`config.mk`:
```
export PLATFORM = sky130hd
export DESIGN_NAME = scalar_kalman_filter_core_flat
export DESIGN_NICKNAME = d
export VERILOG_FILES = /design/src/rtl/core/skf_pkg.sv /design/src/rtl/core/skf_if.sv /design/src/rtl/core/scalar_kalman_filter_core.sv /design/src/rtl/core/skf_serial_mul.sv /design/src/rtl/core/skf_serial_div.sv /design/src/flat_wrapper.sv
export SDC_FILE = /design/constraint.sdc
export NUM_CORES = 2
export LEC_CHECK = 0
export ABC_AREA = 1
export BUFFER_PORTS_ARGS = -buffer_cell sky130_fd_sc_hd__buf_2
export CORE_ASPECT_RATIO = 0.8
export CORE_MARGIN = 2
export CORE_UTILIZATION = 40
export CTS_CLUSTER_DIAMETER = 60
export DETAILED_ROUTE_END_ITERATION = 7
export SLEW_MARGIN = 20
export SYNTH_ARGS = -nofsm -noshare
export SYNTH_HDL_FRONTEND = slang
export SYNTH_SLANG_ARGS = --single-unit
```
`constraint.sdc`:
```
create_clock -name clock -period 4.95 [get_ports clock]
set_input_delay 0.2475 -clock clock [delete_from_list [all_inputs] [get_ports clock]]
set_output_delay 0.2475 -clock clock [all_outputs]
set_load 0.005 [all_outputs]
```
`src/rtl/core/skf_pkg.sv`:
```
`timescale 1ns / 1ps

package skf_pkg;

   // field and datapath widths
   localparam int DATA_W      = 32;   // sample, estimate, covariance, noise terms
   localparam int SCALE_W     = 16;   // measurement gain h, unsigned Q0.16
   localparam int GAIN_W      = 18;   // kalman gain, unsigned Q2.16
   localparam int HP_W        = 48;   // h * prior
   localparam int DEN_W       = 49;   // gain denominator
   localparam int INNOV_W     = 34;   // sample - h * estimate
   localparam int CORR_W      = 36;   // gain * innovation, scaled back
   localparam int FAC_W       = 33;   // 1 - gain * h, Q1.32
   localparam int GH_W        = 34;   // gain * h, Q2.32

   // shift-add multiplier
   localparam int MCAND_W     = 49;
   localparam int MPLIER_W    = 32;
   localparam int ACC_HI_W    = MCAND_W + 1;
   localparam int MUL_CNT_W   = 6;

   // restoring divider
   localparam int REM_W       = DEN_W;
   localparam int DIV_CNT_W   = 5;

   // multiplier bit counts per product
   localparam logic [MUL_CNT_W-1:0] MUL_LEN_SCALE = MUL_CNT_W'(SCALE_W);
   localparam logic [MUL_CNT_W-1:0] MUL_LEN_GAIN  = MUL_CNT_W'(GAIN_W);
   localparam logic [MUL_CNT_W-1:0] MUL_LEN_FULL  = MUL_CNT_W'(MPLIER_W);

   // configuration registers
   localparam int CSR_INDEX_W = 2;
   localparam int CSR_DATA_W  = 32;
   localparam logic [CSR_INDEX_W-1:0] CSR_PROCESS_NOISE = 2'd0;
   localparam logic [CSR_INDEX_W-1:0] CSR_MEASURE_NOISE = 2'd1;
   localparam logic [CSR_INDEX_W-1:0] CSR_MEASURE_SCALE = 2'd2;

   localparam logic [DATA_W-1:0]  PROCESS_NOISE_RST = 32'd13107;
   localparam logic [DATA_W-1:0]  MEASURE_NOISE_RST = 32'd6554;
   localparam logic [SCALE_W-1:0] MEASURE_SCALE_RST = 16'd62259;
   localparam logic [DATA_W-1:0]  EST_VALUE_RST     = 32'd655;
   localparam logic [DATA_W-1:0]  EST_COV_RST       = 32'd655;

   typedef enum logic [3:0] {
      ST_IDLE,
      ST_MUL_HX,
      ST_MUL_HP,
      ST_MUL_HHP,
      ST_DIV_GAIN,
      ST_MUL_CORR,
      ST_MUL_GH,
      ST_MUL_COV,
      ST_RESULT
   } skf_state_type;

   typedef struct packed {
      logic                 start;
      logic [MCAND_W-1:0]   mcand;    // two's complement
      logic [MPLIER_W-1:0]  mplier;   // unsigned
      logic [MUL_CNT_W-1:0] nbits;
   } skf_mul_req_type;

   typedef struct packed {
      logic                busy;
      logic                done;
      logic [ACC_HI_W-1:0] hi;
      logic [MPLIER_W-1:0] lo;
   } skf_mul_rsp_type;

   typedef struct packed {
      logic             start;
      logic [HP_W-1:0]  hp;
      logic [DEN_W-1:0] den;
   } skf_div_req_type;

   typedef struct packed {
      logic              busy;
      logic              done;
      logic [GAIN_W-1:0] gain;
   } skf_div_rsp_type;

endpackage

```
`src/rtl/core/skf_if.sv`:
```
`timescale 1ns / 1ps

interface skf_req_if import skf_pkg::*; ();
   logic              valid;
   logic              ready;
   logic [DATA_W-1:0] sample;

   modport source (output valid, output sample, input ready);
   modport sink   (input valid, input sample, output ready);
endinterface

interface skf_rsp_if import skf_pkg::*; ();
   logic              valid;
   logic              ready;
   logic [DATA_W-1:0] estimate;

   modport source (output valid, output estimate, input ready);
   modport sink   (input valid, input estimate, output ready);
endinterface

```
`src/rtl/core/scalar_kalman_filter_core.sv`:
```
// one item in flight at a time; each item runs through the shared shift-add multiplier
//   (six products of 16, 16, 16, 18, 16 and 32 bits) and the 18-step divider
// a finished estimate waits in the output register while the next sample is taken
// reset (synchronous, active high) loads the default noise terms and h, sets the
//   estimate and covariance to 0.01 and empties the output register
`timescale 1ns / 1ps

module scalar_kalman_filter_core import skf_pkg::*; (
   input  logic                   clock,
   input  logic                   reset,
   input  logic                   csr_wr_en,
   input  logic [CSR_INDEX_W-1:0] csr_index,
   input  logic [CSR_DATA_W-1:0]  csr_wr_data,
   skf_req_if.sink                req_bus,
   skf_rsp_if.source              rsp_bus
);

   localparam logic [DATA_W-1:0] EST_MAX = {1'b0, {(DATA_W-1){1'b1}}};
   localparam logic [DATA_W-1:0] EST_MIN = {1'b1, {(DATA_W-1){1'b0}}};

   // configuration
   logic [DATA_W-1:0]  process_noise_ff;
   logic [DATA_W-1:0]  measure_noise_ff;
   logic [SCALE_W-1:0] measure_scale_ff;

   // filter state
   logic [DATA_W-1:0]  est_ff, est_in;
   logic [DATA_W-1:0]  cov_ff, cov_in;

   // per-item working registers
   skf_state_type      state_ff, state_in;
   logic [DATA_W-1:0]  sample_ff, sample_in;
   logic [DATA_W-1:0]  prior_ff, prior_in;
   logic [INNOV_W-1:0] innov_ff, innov_in;
   logic [HP_W-1:0]    hp_ff, hp_in;
   logic [GAIN_W-1:0]  gain_ff, gain_in;

   // output register
   logic [DATA_W-1:0]  rsp_data_ff, rsp_data_in;
   logic               rsp_valid_ff;
   logic               rsp_load;

   skf_mul_req_type    mul_req;
   skf_mul_rsp_type    mul_rsp;
   skf_div_req_type    div_req;
   skf_div_rsp_type    div_rsp;

   // datapath views
   logic [DATA_W:0]    prior_sum;
   logic [DATA_W-1:0]  prior_sat;
   logic [HP_W-1:0]    hp_w;
   logic [DEN_W-1:0]   den_w;
   logic [DATA_W:0]    hx_w;
   logic [INNOV_W-1:0] innov_w;
   logic [CORR_W-1:0]  corr_w;
   logic [DATA_W+4:0]  est_sum;
   logic [DATA_W-1:0]  est_sat;
   logic [GH_W-1:0]    gh_w;
   logic [FAC_W-1:0]   fac_w;

   skf_serial_mul u_mul (
      .clock   (clock),
      .reset   (reset),
      .mul_req (mul_req),
      .mul_rsp (mul_rsp)
   );

   skf_serial_div u_div (
      .clock   (clock),
      .reset   (reset),
      .div_req (div_req),
      .div_rsp (div_rsp)
   );

   // prior covariance, saturated at the unsigned limit
   assign prior_sum = {1'b0, cov_ff} + {1'b0, process_noise_ff};
   assign prior_sat = prior_sum[DATA_W] ? '1 : prior_sum[DATA_W-1:0];

   // product slices: a product of n multiplier bits sits in {hi, lo[31 -: n]}
   assign hp_w    = {mul_rsp.hi[DATA_W-1:0], mul_rsp.lo[MPLIER_W-1 -: SCALE_W]};
   assign den_w   = {1'b0, mul_rsp.hi[HP_W-1:0]}
                  + {1'b0, measure_noise_ff, {SCALE_W{1'b0}}};
   assign hx_w    = mul_rsp.hi[DATA_W:0];
   assign innov_w = {{(INNOV_W-DATA_W){sample_ff[DATA_W-1]}}, sample_ff}
                  - {{(INNOV_W-DATA_W-1){hx_w[DATA_W]}}, hx_w};
   assign corr_w  = {mul_rsp.hi[CORR_W-3:0], mul_rsp.lo[MPLIER_W-1 -: 2]};
   assign gh_w    = {mul_rsp.hi[GH_W-SCALE_W-1:0], mul_rsp.lo[MPLIER_W-1 -: SCALE_W]};

   // estimate update with saturation to signed 32 bits
   assign est_sum = {{5{est_ff[DATA_W-1]}}, est_ff}
                  + {corr_w[CORR_W-1], corr_w};
   always_comb begin
      if (est_sum[DATA_W+4:DATA_W-1] == '0 || est_sum[DATA_W+4:DATA_W-1] == '1) begin
         est_sat = est_sum[DATA_W-1:0];
      end else if (est_sum[DATA_W+4]) begin
         est_sat = EST_MIN;
      end else begin
         est_sat = EST_MAX;
      end
   end

   // covariance factor 1 - gain*h, clamped at zero
   assign fac_w = (gh_w[GH_W-1:DATA_W] != '0) ? '0
                : ({1'b1, {DATA_W{1'b0}}} - {1'b0, gh_w[DATA_W-1:0]});

   // sequencer: each product or quotient is launched on the cycle the previous one lands
   always_comb begin
      state_in    = state_ff;
      mul_req     = '0;
      div_req     = '0;
      sample_in   = sample_ff;
      prior_in    = prior_ff;
      innov_in    = innov_ff;
      hp_in       = hp_ff;
      gain_in     = gain_ff;
      est_in      = est_ff;
      cov_in      = cov_ff;
      rsp_data_in = rsp_data_ff;
      rsp_load    = 1'b0;
      case (state_ff)
         ST_IDLE: begin
            if (req_bus.valid) begin
               sample_in      = req_bus.sample;
               prior_in       = prior_sat;
               mul_req.start  = 1'b1;
               mul_req.mcand  = {{(MCAND_W-DATA_W){est_ff[DATA_W-1]}}, est_ff};
               mul_req.mplier = {{(MPLIER_W-SCALE_W){1'b0}}, measure_scale_ff};
               mul_req.nbits  = MUL_LEN_SCALE;
               state_in       = ST_MUL_HX;
            end
         end
         ST_MUL_HX: begin
            // h * estimate lands: form the innovation, start h * prior
            if (mul_rsp.done) begin
               innov_in       = innov_w;
               mul_req.start  = 1'b1;
               mul_req.mcand  = {{(MCAND_W-DATA_W){1'b0}}, prior_ff};
               mul_req.mplier = {{(MPLIER_W-SCALE_W){1'b0}}, measure_scale_ff};
               mul_req.nbits  = MUL_LEN_SCALE;
               state_in       = ST_MUL_HP;
            end
         end
         ST_MUL_HP: begin
            if (mul_rsp.done) begin
               hp_in          = hp_w;
               mul_req.start  = 1'b1;
               mul_req.mcand  = {{(MCAND_W-HP_W){1'b0}}, hp_w};
               mul_req.mplier = {{(MPLIER_W-SCALE_W){1'b0}}, measure_scale_ff};
               mul_req.nbits  = MUL_LEN_SCALE;
               state_in       = ST_MUL_HHP;
            end
         end
         ST_MUL_HHP: begin
            // denominator h*h*prior + R goes straight into the divider
            if (mul_rsp.done) begin
               div_req.start = 1'b1;
               div_req.hp    = hp_ff;
               div_req.den   = den_w;
               state_in      = ST_DIV_GAIN;
            end
         end
         ST_DIV_GAIN: begin
            if (div_rsp.done) begin
               gain_in        = div_rsp.gain;
               mul_req.start  = 1'b1;
               mul_req.mcand  = {{(MCAND_W-INNOV_W){innov_ff[INNOV_W-1]}}, innov_ff};
               mul_req.mplier = {{(MPLIER_W-GAIN_W){1'b0}}, div_rsp.gain};
               mul_req.nbits  = MUL_LEN_GAIN;
               state_in       = ST_MUL_CORR;
            end
         end
         ST_MUL_CORR: begin
            if (mul_rsp.done) begin
               est_in         = est_sat;
               mul_req.start  = 1'b1;
               mul_req.mcand  = {{(MCAND_W-GAIN_W){1'b0}}, gain_ff};
               mul_req.mplier = {{(MPLIER_W-SCALE_W){1'b0}}, measure_scale_ff};
               mul_req.nbits  = MUL_LEN_SCALE;
               state_in       = ST_MUL_GH;
            end
         end
         ST_MUL_GH: begin
            if (mul_rsp.done) begin
               mul_req.start  = 1'b1;
               mul_req.mcand  = {{(MCAND_W-FAC_W){1'b0}}, fac_w};
               mul_req.mplier = prior_ff;
               mul_req.nbits  = MUL_LEN_FULL;
               state_in       = ST_MUL_COV;
            end
         end
         ST_MUL_COV: begin
            // upper half of fac * prior is the new covariance
            if (mul_rsp.done) begin
               cov_in   = mul_rsp.hi[DATA_W-1:0];
               state_in = ST_RESULT;
            end
         end
         ST_RESULT: begin
            // wait only if the previous estimate has not been transferred yet
            if (!rsp_valid_ff || rsp_bus.ready) begin
               rsp_data_in = est_ff;
               rsp_load    = 1'b1;
               state_in    = ST_IDLE;
            end
         end
         default: begin
            state_in = ST_IDLE;
         end
      endcase
   end

   // control and filter state
   always_ff @(posedge clock) begin
      if (reset) begin
         state_ff         <= ST_IDLE;
         rsp_valid_ff     <= 1'b0;
         est_ff           <= EST_VALUE_RST;
         cov_ff           <= EST_COV_RST;
         process_noise_ff <= PROCESS_NOISE_RST;
         measure_noise_ff <= MEASURE_NOISE_RST;
         measure_scale_ff <= MEASURE_SCALE_RST;
      end else begin
         state_ff <= state_in;
         est_ff   <= est_in;
         cov_ff   <= cov_in;
         if (rsp_load) begin
            rsp_valid_ff <= 1'b1;
         end else if (rsp_bus.ready) begin
            rsp_valid_ff <= 1'b0;
         end
         if (csr_wr_en) begin
            case (csr_index)
               CSR_PROCESS_NOISE: process_noise_ff <= csr_wr_data;
               CSR_MEASURE_NOISE: measure_noise_ff <= csr_wr_data;
               CSR_MEASURE_SCALE: measure_scale_ff <= csr_wr_data[SCALE_W-1:0];
               default: ;
            endcase
         end
      end
   end

   // working registers, no reset needed
   always_ff @(posedge clock) begin
      sample_ff   <= sample_in;
      prior_ff    <= prior_in;
      innov_ff    <= innov_in;
      hp_ff       <= hp_in;
      gain_ff     <= gain_in;
      rsp_data_ff <= rsp_data_in;
   end

   // handshake
   assign req_bus.ready    = (state_ff == ST_IDLE);
   assign rsp_bus.valid    = rsp_valid_ff;
   assign rsp_bus.estimate = rsp_data_ff;

   a_mul_no_restart: assert property (@(posedge clock) disable iff (reset)
      mul_req.start |-> !mul_rsp.busy)
      else $error("product launched while the multiplier is still running");

   a_rsp_from_result: assert property (@(posedge clock) disable iff (reset)
      $rose(rsp_valid_ff) |-> $past(state_ff) == ST_RESULT)
      else $error("output register loaded outside the result step");

   a_idle_units_quiet: assert property (@(posedge clock) disable iff (reset)
      state_ff == ST_IDLE |-> !mul_rsp.busy && !div_rsp.busy)
      else $error("arithmetic unit busy while waiting for a sample");

   a_cov_not_above_prior: assert property (@(posedge clock) disable iff (reset)
      state_ff == ST_RESULT |-> cov_ff <= prior_ff)
      else $error("updated covariance exceeds the prior covariance");

endmodule

```
`src/rtl/core/skf_serial_mul.sv`:
```
`timescale 1ns / 1ps

module skf_serial_mul import skf_pkg::*; (
   input  logic            clock,
   input  logic            reset,
   input  skf_mul_req_type mul_req,
   output skf_mul_rsp_type mul_rsp
);

   logic [ACC_HI_W-1:0]  hi_ff, hi_in;
   logic [MPLIER_W-1:0]  lo_ff, lo_in;
   logic [MPLIER_W-1:0]  mp_ff, mp_in;
   logic [MCAND_W-1:0]   mc_ff, mc_in;
   logic [MUL_CNT_W-1:0] cnt_ff, cnt_in;
   logic                 busy_ff, busy_in;
   logic                 done_ff, done_in;
   logic [ACC_HI_W-1:0]  addend;
   logic [ACC_HI_W-1:0]  sum;

   // one multiplier bit per cycle, product bits shift out into lo
   assign addend = mp_ff[0] ? {mc_ff[MCAND_W-1], mc_ff} : '0;
   assign sum    = hi_ff + addend;

   always_comb begin
      hi_in   = hi_ff;
      lo_in   = lo_ff;
      mp_in   = mp_ff;
      mc_in   = mc_ff;
      cnt_in  = cnt_ff;
      busy_in = busy_ff;
      done_in = 1'b0;
      if (mul_req.start) begin
         hi_in   = '0;
         lo_in   = '0;
         mp_in   = mul_req.mplier;
         mc_in   = mul_req.mcand;
         cnt_in  = mul_req.nbits;
         busy_in = 1'b1;
      end else if (busy_ff) begin
         hi_in  = {sum[ACC_HI_W-1], sum[ACC_HI_W-1:1]};
         lo_in  = {sum[0], lo_ff[MPLIER_W-1:1]};
         mp_in  = {1'b0, mp_ff[MPLIER_W-1:1]};
         cnt_in = cnt_ff - 1'b1;
         if (cnt_ff == MUL_CNT_W'(1)) begin
            busy_in = 1'b0;
            done_in = 1'b1;
         end
      end
   end

   always_ff @(posedge clock) begin
      if (reset) begin
         cnt_ff  <= '0;
         busy_ff <= 1'b0;
         done_ff <= 1'b0;
      end else begin
         cnt_ff  <= cnt_in;
         busy_ff <= busy_in;
         done_ff <= done_in;
      end
   end

   always_ff @(posedge clock) begin
      hi_ff <= hi_in;
      lo_ff <= lo_in;
      mp_ff <= mp_in;
      mc_ff <= mc_in;
   end

   assign mul_rsp.busy = busy_ff;
   assign mul_rsp.done = done_ff;
   assign mul_rsp.hi   = hi_ff;
   assign mul_rsp.lo   = lo_ff;

   a_done_after_busy: assert property (@(posedge clock) disable iff (reset)
      done_ff |-> $past(busy_ff))
      else $error("multiplier done without a running product");

   a_busy_count: assert property (@(posedge clock) disable iff (reset)
      busy_ff |-> cnt_ff != '0)
      else $error("multiplier running with an empty bit count");

endmodule

```
`src/rtl/core/skf_serial_div.sv`:
```
`timescale 1ns / 1ps

module skf_serial_div import skf_pkg::*; (
   input  logic            clock,
   input  logic            reset,
   input  skf_div_req_type div_req,
   output skf_div_rsp_type div_rsp
);

   logic [REM_W-1:0]     rem_ff, rem_in;
   logic [GAIN_W-1:0]    num_ff, num_in;     // low numerator bits, msb first
   logic [GAIN_W-1:0]    quo_ff, quo_in;
   logic [DEN_W-1:0]     den_ff, den_in;
   logic [HP_W-1:0]      hp_ff, hp_in;
   logic [DIV_CNT_W-1:0] cnt_ff, cnt_in;
   logic                 busy_ff, busy_in;
   logic                 done_ff, done_in;
   logic [REM_W:0]       trial;
   logic [REM_W:0]       diff;
   logic                 fits;
   logic                 den_zero;
   logic                 quo_sat;

   // numerator is hp * 2^16; the top part hp >> 2 seeds the remainder
   assign trial = {rem_ff, num_ff[GAIN_W-1]};
   assign diff  = trial - {1'b0, den_ff};
   assign fits  = trial >= {1'b0, den_ff};

   always_comb begin
      rem_in  = rem_ff;
      num_in  = num_ff;
      quo_in  = quo_ff;
      den_in  = den_ff;
      hp_in   = hp_ff;
      cnt_in  = cnt_ff;
      busy_in = busy_ff;
      done_in = 1'b0;
      if (div_req.start) begin
         rem_in  = {{(REM_W-HP_W+2){1'b0}}, div_req.hp[HP_W-1:2]};
         num_in  = {div_req.hp[1:0], {(GAIN_W-2){1'b0}}};
         quo_in  = '0;
         den_in  = div_req.den;
         hp_in   = div_req.hp;
         cnt_in  = DIV_CNT_W'(GAIN_W);
         busy_in = 1'b1;
      end else if (busy_ff) begin
         rem_in = fits ? diff[REM_W-1:0] : trial[REM_W-1:0];
         quo_in = {quo_ff[GAIN_W-2:0], fits};
         num_in = {num_ff[GAIN_W-2:0], 1'b0};
         cnt_in = cnt_ff - 1'b1;
         if (cnt_ff == DIV_CNT_W'(1)) begin
            busy_in = 1'b0;
            done_in = 1'b1;
         end
      end
   end

   always_ff @(posedge clock) begin
      if (reset) begin
         cnt_ff  <= '0;
         busy_ff <= 1'b0;
         done_ff <= 1'b0;
      end else begin
         cnt_ff  <= cnt_in;
         busy_ff <= busy_in;
         done_ff <= done_in;
      end
   end

   always_ff @(posedge clock) begin
      rem_ff <= rem_in;
      num_ff <= num_in;
      quo_ff <= quo_in;
      den_ff <= den_in;
      hp_ff  <= hp_in;
   end

   // quotient reaches 2^18 exactly when hp >= 4 * den
   assign den_zero = (den_ff == '0);
   assign quo_sat  = {3'b000, hp_ff} >= {den_ff, 2'b00};

   assign div_rsp.busy = busy_ff;
   assign div_rsp.done = done_ff;
   assign div_rsp.gain = den_zero ? '0 : (quo_sat ? '1 : quo_ff);

endmodule
```
`src/flat_wrapper.sv`:
```
// flat-port wrapper written by rule: the top's interface ports become plain ports
module scalar_kalman_filter_core_flat import skf_pkg::*;
  (clock, reset, csr_wr_en, csr_index, csr_wr_data, req_bus_valid, req_bus_sample, req_bus_ready, rsp_bus_valid, rsp_bus_estimate, rsp_bus_ready);
  skf_req_if req_bus_i ();
  skf_rsp_if rsp_bus_i ();
  input  logic clock;
  input  logic reset;
  input  logic csr_wr_en;
  input  logic [CSR_INDEX_W-1:0] csr_index;
  input  logic [CSR_DATA_W-1:0] csr_wr_data;
  input wire logic [$bits(req_bus_i.valid)-1:0] req_bus_valid;
  input wire logic [$bits(req_bus_i.sample)-1:0] req_bus_sample;
  output wire logic [$bits(req_bus_i.ready)-1:0] req_bus_ready;
  output wire logic [$bits(rsp_bus_i.valid)-1:0] rsp_bus_valid;
  output wire logic [$bits(rsp_bus_i.estimate)-1:0] rsp_bus_estimate;
  input wire logic [$bits(rsp_bus_i.ready)-1:0] rsp_bus_ready;
  assign req_bus_i.valid = req_bus_valid;
  assign req_bus_i.sample = req_bus_sample;
  assign req_bus_ready = req_bus_i.ready;
  assign rsp_bus_valid = rsp_bus_i.valid;
  assign rsp_bus_estimate = rsp_bus_i.estimate;
  assign rsp_bus_i.ready = rsp_bus_ready;
  scalar_kalman_filter_core u_core (.clock(clock), .reset(reset), .csr_wr_en(csr_wr_en), .csr_index(csr_index), .csr_wr_data(csr_wr_data), .req_bus(req_bus_i), .rsp_bus(rsp_bus_i));
endmodule
```
=== Yosys cells after proc, flatten, opt, wreduce, memory -nomap -nowiden ===
Cells that the tools add are included.

* Bits in registers: 688
* Word-level logic and storage cells: 139
* Output and inout port bits: 34
* Bits of input ports: 71

* Muxes and demuxes: 48
* Reductions and logical operators: 26
* Bitwise operators: 2
* Add/subtract/negate cells: 9
* $lt $le $gt $ge: 2
* Equality and inequality tests: 22

{| class="wikitable"
|+ Operators with widths
! kind !! number
|-
| 88-bit two-way mux || 6
|-
| 88-bit case mux with 6 select lines || 1
|-
| 98-bit two-way mux || 2
|-
| 32-bit two-way mux || 4
|-
| 46-bit two-way mux || 2
|-
| 18-bit two-way mux || 4
|-
| 48-bit by 51-bit greater-or-equal comparator with 1-bit output || 1
|-
| 50-bit adder || 1
|-
| 50-bit by 49-bit greater-or-equal comparator with 1-bit output || 1
|-
| 50-bit two-way mux || 1
|-
| 48-bit by 48-bit adder with 49-bit output || 1
|-
| 49-bit logical NOT || 1
|-
| 49-bit two-way mux || 1
|-
| 49-bit subtractor || 1
|-
| 32-bit by 36-bit adder with 37-bit output || 1
|-
| 4-bit two-way mux || 9
|-
| 4-bit case mux with 9 select lines || 1
|-
| 32-bit by 33-bit subtractor with 34-bit output || 1
|-
| 32-bit by 32-bit adder with 33-bit output || 1
|-
| 33-bit two-way mux || 1
|-
| 33-bit by 32-bit subtractor with 33-bit output (first input constant) || 1
|-
| 2-bit AND reduction || 11
|-
| 4-bit by 3-bit equality test with 1-bit output (second input constant) || 4
|-
| 2-bit != test (second input constant) || 8
|-
| other kinds (24) || 44
|}

=== Depth between registers and ports, before layout ===
* Depth in word-level cells: 6
* Mapped depth: 23
* Depth with buffers taken out: 22

=== Modules after synthesis ===
A second synthesis with hierarchy kept.

* Cell total of the unflattened synthesis: 5,870
* Area, all modules: 43,887.1 um^2

{| class="wikitable"
|+ Modules (own cells, without submodules)
! module !! area an instance (um^2) !! cells an instance !! times used !! seq. area each (um^2)
|-
| scalar_kalman_filter_core || 21,705.8 || 2,818 || 1 || 8,868.5
|-
| skf_serial_div || 11,866.4 || 1,547 || 1 || 4,914.7
|-
| skf_serial_mul || 10,314.9 || 1,505 || 1 || 4,214.0
|}

=== Least setup slack after synthesis ===
OpenSTA, ideal clock, no wires.

* Path kind: register -> register
* Start point: reg u_core.state_ff[2]
* End point: reg u_core.u_div.rem_ff[39] (data pin)
* Library setup time: 0.152 ns
* Arrival: 4.217 ns
* Clock period less this slack: 4.369 ns
* Slack: 0.581 ns
* Cell stages (with the launch flop): 10
* Cell sequence: dfxtp_1 -> nor2_1 -> inv_2 -> nor2_1 -> inv_1 -> nor2_1 -> buf_2 -> buf_1 -> nand2_1 -> nand2_1

{| class="wikitable"
|+ RTL lines
! element !! RTL line !! RTL
|-
| start: declaration || scalar_kalman_filter_core.sv:31 || <nowiki>skf_state_type state_ff, state_in;</nowiki>
|-
| start signal: assignment || scalar_kalman_filter_core.sv:223 || <nowiki>state_ff <= state_in;</nowiki>
|-
| end signal: assignment || skf_serial_div.sv:71 || <nowiki>rem_ff <= rem_in;</nowiki>
|-
| end: declaration || skf_serial_div.sv:10 || <nowiki>logic [REM_W-1:0] rem_ff, rem_in;</nowiki>
|}

=== Worst setup path after layout ===
* Start point: reg u_core.u_mul.hi_ff[17]
* End point: reg u_core.u_div.den_ff[32] (data pin)

* Cells in the longest elaborated chain, start to end: 1

{| class="wikitable"
|+ Ends and longest elaborated chain
! element !! RTL line !! RTL
|-
| start: declaration || skf_serial_mul.sv:10 || <nowiki>logic [ACC_HI_W-1:0] hi_ff, hi_in;</nowiki>
|-
| start signal: assignment || skf_serial_mul.sv:64 || <nowiki>hi_ff <= hi_in;</nowiki>
|-
| 48-bit by 48-bit adder with 49-bit output || scalar_kalman_filter_core.sv:82 || <nowiki>+ {1'b0, measure_noise_ff, {SCALE_W{1'b0}}};</nowiki>
|-
| end signal: assignment || skf_serial_div.sv:74 || <nowiki>den_ff <= den_in;</nowiki>
|-
| end: declaration || skf_serial_div.sv:13 || <nowiki>logic [DEN_W-1:0] den_ff, den_in;</nowiki>
|}

Every way passes these cells.
A chain may end at the register's enable or synchronous reset.

==> run_results.csv <==
group,metric,value,unit
worst_setup_path,ff2ff_setup_slack,980,ps
logic_synthesis,ys_seq_area_share,42.5,%
pwr,vdd_drop_max,0.359,mV
worst_setup_path,crit_slowest_cell,"dfxtp_1",
clocking,cts_buffers,79,
routing,routed-via-count,37921,
logic_synthesis,ys_ff_latch,672,
logic_synthesis,synth_top_area_cell,"edfxtp_1",
logic_synthesis,syn_inst,5280,
logic_synthesis,synthTopCellsByArea,"edfxtp_1 30%, dfxtp_1 12%, nand2_1 9.3%",
floorplanning,die_y,293,µm
worst_setup_path,cp-startpoint,"u_core.u_mul.hi_ff[17]",
logic_synthesis,ys_async_sr_fraction,0,%
final_layout,layout.cells.most_common,"nand2_1",
worst_setup_path,critPathLaunchType,"flop",
pwr,combPwrFrac,36.4,%
clocking,clk_latency,710,ps
sta,hold_violations,0,
place,hpwl,121000,µm
grt,grt_pass1_vias,34976,
routing,wl_per_cell,22.5,µm
pwr,p_switching,9.08,mW
floorplanning,placementRows,105,
clocking,cts_tree,"done",
routing,wl,156000,µm
pwr,pwr-share-clk,27.7,%
outcome,status,"finished, final reports clean",
final_layout,drive_gt1_share,6.93,%
routing,ant_nets,0,
floorplanning,start_util,40.5,%
worst_setup_path,arrival,4390,ps
clocking,cts-root-buf,"clkbuf_16",
logic_synthesis,ys_warn_count,0,
sta,worst_pin_slew,1260,ps
routing,drc_errors,0,
clocking,clkSinkCount,672,
logic_synthesis,synth.distinct_cells,61,
worst_setup_path,crit_required,5370,ps
floorplanning,die_w,365,µm
logic_synthesis,avgSynthCellArea,7.89,µm²
routing,drtIter0Drc,3985,
sta,layout_min_cycle_time,3970,ps
min_path,hold_class,"input port to flop",
logic_synthesis,synth_edf_count,422,
logic_synthesis,synth_top_cell_area_share,30.4,%
clocking,cts_resized,0,
pwr,switching_share,41.7,%
pwr,seqPwrFrac,35.8,%
worst_setup_path,endpoint_kind,"flop",
job,maxCapViolCount,0,
worst_setup_path,r2r-start,"u_core.u_mul.hi_ff[17]",
sta,fin_setup_tns,0,ps
clocking,clockBufferDepth,3,
sta,maxSlewViolCount,0,
worst_setup_path,worst-path-max-fanout,6,
worst_setup_path,r2r_end,"u_core.u_div.den_ff[32]",
final_layout,layout_common_cells,"1029 x nand2_1, 687 x inv_1, 593 x nor2_1, 483 x a21oi_1, 450 x o21ai_0",
clocking,htree_levels,3,
sta,fin_crit_sh,80.1,%
clocking,post_cts_buffers,0,
place,portBuffers,104,
logic_synthesis,synthesis.nets,5639,
final_layout,area_delta_synth_final,13.3,%
sta,slew_headroom,15.9,%
clocking,cts.clk_slew.worst_paths,60,ps
logic_synthesis,ys.flop_type,"edfxtp_1",
worst_setup_path,crit_chain,"inv_1 -> fa_1 -> inv_1 -> nand2_1 -> a21oi_1 -> a21boi_0 -> o21ai_0 -> a21boi_0 -> o21ai_0 -> a21o_1 -> and2_1 -> nor2_1",
worst_setup_path,endpoint,"u_core.u_div.den_ff[32]",
place,gp_congestion,1.02,
worst_setup_path,critPathKind,"flop to flop",
worst_setup_path,r2r_cells,12,
grt,grt_pass1_wl,227000,µm
worst_setup_path,slowest_delay,740,ps
logic_synthesis,synth.cell_area,0.0416,mm²
final_layout,fin_nets,5803,
floorplanning,dieArea,0.107,mm²
pwr,power_density,462,mW/mm²
pwr,p_int,12.7,mW
grt,grt_max_degree,198,
pwr,leakagePower,20.8,nW
sta,fmax,0.252,GHz
grt,grt_usage,28.7,%
routing,routed_via_density,5.49,
routing,dr.pass1.iters,6,
floorplanning,io_pins,105,
grt,grt.overflow.total,0,
floorplanning,core-area,0.103,mm²
sta,rsz0062_at_grt,"false",
pwr,power,21.8,mW
grt,antenna_found_initial,4,
sta,finalSetupViolCount,0,
sta,clock_skew,63.7,ps
## layout make-up
type / instances / area, µm²
Inverter: 704 / 2650
Clock inverter: 47 / 527
Fill cell: 10262 / 55700
Clock buffer: 101 / 2180
Antenna cell: 7 / 17.5
Tap cell: 1391 / 1740
Sequential cell: 672 / 17700
Timing Repair Buffer: 224 / 1630
Multi-Input combinational cell: 3763 / 20800
## power by group through the flow
stage          logic [mW]  registers (mW)  clock network, mW
2_1_floorplan        5.28            7.33                  0
3_3_place_gp         7.68            7.87                  0
3_5_place_dp         7.68            7.88                  0
4_1_cts              7.76            7.77               6.12
5_1_grt              8.74            7.81               6.34
6_report             7.94            7.80               6.05
## cells by family (layout without fill, tap and decap cells)
group,after synthesis,in the layout,share of synthesized area (%)
AOI/OAI and AO/OA,1257,1257,17.1
xor gates and xnor gates,160,160,3.37
adders and majority gates,288,288,8.76
buffers and inverters,845,1076,7.82
DFF,672,672,42.5
other,0,7,0
and+or+nand+nor,2058,2058,20.5
## flip-flops by register name (all words and copies together) (netlist names), 34 cells and up
| register | cells |
|---|---|
| u_core.u_div.den_ff | 49 |
| u_core.u_div.rem_ff | 49 |
| u_core.u_mul.hi_ff | 49 |
| u_core.u_mul.mc_ff | 49 |
| u_core.hp_ff | 48 |
| u_core.u_div.hp_ff | 48 |
| u_core.innov_ff | 34 |
## layer usage
layer,vias up,GRT usage [%],part of all wire (%)
li1,18260,-,-
met1,17869,41.4,46
met2,1522,42.1,42
met3,268,6.14,8.6
met4,2,9.89,3.7
met5,-,0,0.0071
## worst max-delay path, delay by kind of cell (launching register included)
kind / cells / cell delay, ps
buf+inv: 2 / 600
compound gates: 6 / 1580
flops: 1 / 740
simple gates: 3 / 230
fa+ha+maj: 1 / 550
## metrics by stage
stage          hold WS (ps)  util [%]  worst slack, ps  area [µm²]  cells
4_1_cts                71.8      45.8             1040       47200   6902
3_3_place_gp            424      42.6             1050       43800   6687
2_1_floorplan           346         -              581       41600   5280
5_1_grt                 114      45.8              758       47200   6902
6_report                102      45.9              984       47200   6909
3_5_place_dp            426      42.6             1070       43800   6687
## cell usage after synthesis (4+ instances only)
master / n
o21ai_1: 18
nor3_1: 61
o311ai_0: 5
ha_1: 282
o22ai_1: 15
nand3_1: 219
dfxtp_1: 250
xor2_1: 100
nand3b_1: 4
o21ai_0: 450
nor2_1: 596
a21oi_2: 21
o2111ai_1: 6
clkbuf_1: 98
nand3_2: 4
a21oi_1: 483
a31oi_1: 26
a22oi_1: 17
nor4_1: 25
inv_1: 688
buf_4: 5
nand4_1: 54
a211oi_1: 8
o21a_1: 26
fa_1: 6
and2_1: 12
xnor2_1: 60
o211ai_1: 45
edfxtp_1: 422
o21bai_1: 32
inv_2: 7
nand2_1: 1030
and3_1: 6
a22o_1: 6
a21boi_0: 15
a221oi_1: 43
nor2_2: 11
or2_2: 10
nand2_2: 13
buf_6: 5
buf_2: 21
buf_1: 12
clkinv_1: 9
a21o_1: 27
## worst min-delay path by stage
stage,to,cells past startpoint,slack (ps),startpoint
after floorplan,u_core.sample_ff[0],0,350,req_bus_sample[0]
after global placement,u_core.sample_ff[26],1,420,req_bus_sample[26]
after detailed placement,u_core.sample_ff[26],1,430,req_bus_sample[26]
after CTS,u_core.measure_scale_ff[8],5,70,csr_index[0]
after global routing,u_core.state_ff[2],5,110,req_bus_valid
final,u_core.state_ff[2],5,100,req_bus_valid
## timing repair
item,in CTS,in global routing
endpoints found under the hold margin,114,0
hold buffers,67,0
endpoints found under the setup margin,0,0
Note: power is estimated with default switching activity, not from simulation.
